### src/rtl/vrt_pkg.sv
// Shared constants, codes and control types for the voxel ray traversal block.
package vrt_pkg;
   localparam int GRID_X    = 64;
   localparam int GRID_Y    = 64;
   localparam int GRID_Z    = 64;
   localparam int MAP_CELLS = GRID_X * GRID_Y * GRID_Z;
   localparam int ADDR_W    = $clog2(MAP_CELLS);
   localparam int CELL_W    = 12;
   localparam int MAG_W     = 16;
   localparam int Q_W       = 23;
   localparam int T_W       = 24;
   localparam int DIST_W    = 9;
   localparam int JOBS      = 6;

   typedef enum logic [1:0] {
      ST_WRITE = 2'd0,
      ST_HIT   = 2'd1,
      ST_LEFT  = 2'd2,
      ST_NOHIT = 2'd3
   } status_type;

   typedef struct packed {
      logic       clr;
      logic       load;
      logic       wr;
      logic       div_init;
      logic       div_iter;
      logic       div_save;
      logic       rd;
      logic       adv;
      logic       out;
      status_type code;
   } cmd_type;

   typedef struct packed {
      logic clr_last;
      logic div_last;
      logic job_last;
      logic in_grid;
      logic solid;
      logic limit_hit;
      logic rsp_busy;
   } stat_type;
endpackage

### src/rtl/vrt_ctrl.sv
// Controller: sequences clearing, writes, divider setup, the voxel walk and result load.
module vrt_ctrl import vrt_pkg::*; (
   input  logic     clock,
   input  logic     reset,
   input  logic     req_valid,
   input  logic     req_type,
   output logic     req_stall,
   output cmd_type  cmd,
   input  stat_type stat
);
   typedef enum logic [3:0] {
      S_CLEAR, S_IDLE, S_WRITE, S_DIV_INIT, S_DIV_RUN, S_DIV_SAVE, S_RD, S_CHK, S_OUT
   } state_type;

   state_type  state_ff;
   status_type code_ff;

   assign req_stall = state_ff != S_IDLE;

   always_comb begin
      cmd          = '0;
      cmd.code     = code_ff;
      cmd.clr      = state_ff == S_CLEAR;
      cmd.load     = state_ff == S_IDLE && req_valid;
      cmd.wr       = state_ff == S_WRITE;
      cmd.div_init = state_ff == S_DIV_INIT;
      cmd.div_iter = state_ff == S_DIV_RUN;
      cmd.div_save = state_ff == S_DIV_SAVE;
      cmd.rd       = state_ff == S_RD;
      cmd.adv      = state_ff == S_CHK && stat.in_grid && !stat.solid && !stat.limit_hit;
      cmd.out      = state_ff == S_OUT && !stat.rsp_busy;
   end

   always_ff @(posedge clock) begin
      if (reset) begin
         state_ff <= S_CLEAR;
         code_ff  <= ST_WRITE;
      end else begin
         case (state_ff)
            S_CLEAR: begin
               if (stat.clr_last) state_ff <= S_IDLE;
            end
            S_IDLE: begin
               if (req_valid) state_ff <= req_type ? S_DIV_INIT : S_WRITE;
            end
            S_WRITE: begin
               code_ff  <= ST_WRITE;
               state_ff <= S_OUT;
            end
            S_DIV_INIT: state_ff <= S_DIV_RUN;
            S_DIV_RUN: begin
               if (stat.div_last) state_ff <= S_DIV_SAVE;
            end
            S_DIV_SAVE: state_ff <= stat.job_last ? S_RD : S_DIV_INIT;
            S_RD: state_ff <= S_CHK;
            S_CHK: begin
               if (!stat.in_grid) begin
                  code_ff  <= ST_LEFT;
                  state_ff <= S_OUT;
               end else if (stat.solid) begin
                  code_ff  <= ST_HIT;
                  state_ff <= S_OUT;
               end else if (stat.limit_hit) begin
                  code_ff  <= ST_NOHIT;
                  state_ff <= S_OUT;
               end else begin
                  state_ff <= S_RD;
               end
            end
            S_OUT: begin
               if (!stat.rsp_busy) state_ff <= S_IDLE;
            end
            default: state_ff <= S_IDLE;
         endcase
      end
   end
endmodule

### config.mk
export PLATFORM = sky130hd
export DESIGN_NAME = vrt_ctrl
export DESIGN_NICKNAME = d
export VERILOG_FILES = /design/src/rtl/vrt_pkg.sv /design/src/rtl/vrt_ctrl.sv
export SDC_FILE = /design/constraint.sdc
export NUM_CORES = 1
export LEC_CHECK = 0
export BUFFER_PORTS_ARGS = -buffer_cell sky130_fd_sc_hd__clkbuf_2
export CAP_MARGIN = 20
export CORE_AREA = 5 5 42 44
export DETAILED_ROUTE_END_ITERATION = 6
export DIE_AREA = 0 0 47 49
export GPL_ROUTABILITY_DRIVEN = 0
export PLACE_DENSITY = 0.68
export SKIP_LAST_GASP = 1
export SYNTH_ARGS = -nofsm -noshare
export SYNTH_HDL_FRONTEND = slang
export SYNTH_SLANG_ARGS = --single-unit
### constraint.sdc
create_clock -name clock -period 4.6 [get_ports clock]
set_clock_uncertainty 0.2 [all_clocks]
set_input_delay 0.69 -clock clock [delete_from_list [all_inputs] [get_ports clock]]
set_output_delay 0.69 -clock clock [all_outputs]
set_load 0.01 [all_outputs]
======== Word level (Yosys, flattened, before mapping) ========
Cells that the tools add are included.
word-level totals
  register bits ........................... 6
  input bits .............................. 11
  output and inout port bits .............. 12
cells by class
  equality and inequality tests ........... 14
  muxes and demuxes ....................... 14
  reduce and logical (&&, ||, !) cells .... 12
operators with widths
  operator            number
  $pmux 4 s9          1
  $mux 4              7
  $eq 4x3->1 const B  4
  $eq 4x2->1 const B  2
  $mux 2              3
  $logic_and 1x1->1   5
  $eq 4x1->1 const B  1
  $eq 4x4->1 const B  1
  $logic_not 4->1     1
  $ne 2x1->1 const B  2
  $ne 2x2->1 const B  2
  $ne 4x1->1 const B  1
  $ne 4x4->1 const B  1
  $pmux 2 s2          1
  $reduce_and 4->1    1
  $logic_not 1->1     3
  $mux 3              1
  $reduce_and 2->1    1
  $reduce_bool 2->1   1
  $mux 1              1

======== Longest topological paths before layout ========
  word-level depth ........................ 4
  depth in mapped cells ................... 5
  gate-level depth less buffers ........... 4

======== Worst setup path after synthesis ========
No wires, ideal clock.
  path type ............................... input -> output
  start point ............................. input stat[1] (netlist bit)
  end point ............................... output cmd[3] (netlist bit)
  data arrival time ....................... 1.386 ns
  slack ................................... 2.324 ns
  cell stages on the path ................. 2
  path through ............................ nor3b_1 nor3b_1
RTL lines
  item             RTL line       RTL
  start, declared  vrt_ctrl.sv:9  input stat_type stat
  end, declared    vrt_ctrl.sv:8  output cmd_type cmd,

==> results.sh <==
export IMPL_drive_above_1_share_pct=39.02
export IMPL_root_buffer="clkbuf_4"
export IMPL_ys_seq_area_share_pct=25.60
export IMPL_grt_pass1_wl_mm=1.883
export IMPL_rows=14
export IMPL_grt_pass1_vias=461
export IMPL_p_clk_share_pct=34.1
export IMPL_power_density_nw_per_um2=241.7
export IMPL_grt_max_degree=17
export IMPL_cp_max_fo=4
export IMPL_core_um2=1401
export IMPL_r2r_slack_ns=2.74
export IMPL_area_delta_synth_final_pct=26.40
export IMPL_diodes=0
export IMPL_synth_top_area_share_pct=25.60
export IMPL_track_usage_pct=10.85
export IMPL_die_h_um=49
export IMPL_layout_nets=95
export IMPL_n_fill_cell=163
export IMPL_worstMarginPinSlew_ns=0.4923
export IMPL_final_cell_area_um2=593.1
export IMPL_vias=504
export IMPL_startpoint_type="primary input"
export IMPL_power_leakage_nw=0.2478
export IMPL_hold_viol_final=0
export IMPL_swShare_pct=29.53
export IMPL_placed_area_um2=570.5
export IMPL_max_freq_mhz=406.3
export IMPL_cts_made_buffers=3
export IMPL_hold_path_class="flip-flop to flip-flop"
export IMPL_fin_crit_ns=2.461
export IMPL_avgSynthCellArea_um2=7.692
export IMPL_dr_pass1_iters=4
export IMPL_dp_cells=95
export IMPL_combPwrFrac_pct=23.9
export IMPL_maxCapViolCount=0
export IMPL_synth_fp_nets=72
export IMPL_synth_area_um2=469.2
export IMPL_routedWlPerCell_um=11.79
export IMPL_ir_drop_mv=0.1236
export IMPL_synth_top_cell_by_area="dfxtp_1"
export IMPL_max_slew_margin_rel_pct=67.14
export IMPL_min_period_over_period_pct=53.51
export IMPL_stdcell_count=98
export IMPL_ctsHoldBuffers=0
export IMPL_dieArea_um2=2303
export IMPL_start_util_pct=33.48
export IMPL_antenna_found_initial=0
export IMPL_setup_viol=0
export IMPL_ioPinCount=23
export IMPL_ys_types=30
export IMPL_crit_type="primary input to output port"
export IMPL_cts_buffer_depth=2
export IMPL_worst_endpoint_arrival_ns=1.57
export IMPL_wl_mm=1.155
export IMPL_drv_slew=0
export IMPL_seq_power_share_pct=42.0
export IMPL_finalSetupTns_ns=0
export IMPL_syn_inst=61
export IMPL_avgViaCountPerCell=5.143
export IMPL_power_total_mw=0.1433
export IMPL_port_buffers=22
export IMPL_drc_errors=0
export IMPL_die_width_um=47
export IMPL_cts_tree="done"
export IMPL_clock_sinks=6
export IMPL_ys_warn_count=0
export IMPL_ant_nets=0
export IMPL_outcome="finished, final reports clean"
export IMPL_drt_iter0_markers=9
export IMPL_h_tree_depth=1
export IMPL_cts_resized=0
export IMPL_dp_hpwl_um=844.8
export IMPL_post_cts_buffers=0
export IMPL_cp_required_ns=3.71
export IMPL_grt_overflow=0
export IMPL_ys_top_cells_by_area="dfxtp_1, nor3b_1, a21oi_1"
export IMPL_ys_seq_elements=6
export IMPL_rsz0062_at_grt="no"
export IMPL_worstSkewPairLatency_ns=0.25
export IMPL_cts_clk_slew_worst_paths_ns=0.04
export IMPL_endpoint_kind="output port"
export IMPL_intPower_mw=0.1010
export IMPL_p_switching_mw=0.04233
-- metal layers --
| layer | global-route usage, % | part of all wire (%) | wire [um] | vias to the layer above |
|---|---|---|---|---|
| li1 | - | - | - | 265 |
| met1 | 14.10 | 46 | 534 | 224 |
| met2 | 15.16 | 46 | 536 | 13 |
| met3 | 2.952 | 5.8 | 67 | 2 |
| met4 | 6.912 | 1.5 | 17 | 0 |
| met5 | 0 | 0 | 0 | - |
-- placed cells by master (no fill, tap or decap), types with 2 or more instances in the layout --
master,n
a211oi_1,2
a21oi_1,5
clkbuf_2,22
clkbuf_4,3
dfxtp_1,6
inv_1,4
nand2_1,2
nand3b_1,2
nor2_1,6
nor3_1,4
nor3b_1,6
o21ai_0,3
-- flip-flops by register name, summed over array words and instances, names as in the netlist --
| signal | count |
|---|---|
| state_ff | 4 |
| code_ff | 2 |
-- final timing paths --
path,start,cells after the start,end
setup / recovery,stat[3],4,cmd[3]
hold / removal,code_ff[0]$_SDFFE_PP0P_,2,code_ff[0]$_SDFFE_PP0P_
setup reg to reg,state_ff[2]$_SDFFE_PP0P_,4,code_ff[1]$_SDFFE_PP0P_
hold reg to reg,code_ff[0]$_SDFFE_PP0P_,2,code_ff[0]$_SDFFE_PP0P_
-- cell families (layout without fill, tap and decap cells) --
group,after synthesis,after routing,share of synthesized area (%)
compound gates,14,14,18.67
buf+inv,8,29,9.333
flops,6,6,25.60
simple gates,32,32,44.00
mux,1,1,2.400
-- power groups by stage --
stage | Combinational (mW) | Clock [mW] | Sequential [mW]
CTS | 0.0349 | 0.0482 | 0.0603
floorplan | 0.0270 | 0 | 0.0565
global placement | 0.0341 | 0 | 0.0612
global route | 0.0390 | 0.0550 | 0.0610
detailed placement | 0.0347 | 0 | 0.0614
finish | 0.0343 | 0.0488 | 0.0602
-- stage by stage --
step           hold slack, ns  setup WS [ns]  utilization, %
2_1_floorplan          0.2989          2.324               -
3_3_place_gp           0.2695          2.191           40.71
3_5_place_dp           0.2828          2.154           40.71
4_1_cts                0.2893          2.138           42.32
5_1_grt                0.3086          1.998           42.32
6_report               0.2851          2.139           42.32
-- final cells by class --
cell class                 count  area [um2]  share of cell area (%)
sequential                     6       120.1                   20.25
tap                           16       20.02                   3.376
clock buffer                   3       22.52                   3.797
timing repair buffer          22       110.1                   18.57
inverter                       4       15.01                   2.532
multi-input combinational     47       305.3                   51.48
-- cell usage after synthesis, drive strengths merged --
cell type / n
nand2: 2
nor3b: 6
buf: 4
and2b: 1
and3: 1
or2: 1
dfxtp: 6
o21ai: 3
nor2b: 1
or4: 1
o31ai: 1
a311oi: 1
nand3b: 2
nand3: 1
a22oi: 1
nor3: 5
a21oi: 5
nand2b: 1
and2: 1
nor4: 1
mux2: 1
a221oi: 1
inv: 4
nor2: 6
nor4b: 1
or2b: 1
a211oi: 2
-- worst max-delay path, stage by stage --
cell and delay, ns:
clkbuf_2 0.10, nor3b_1 0.39, nor3b_1 0.24, clkbuf_2 0.16
(Power assumes the default switching activity.)
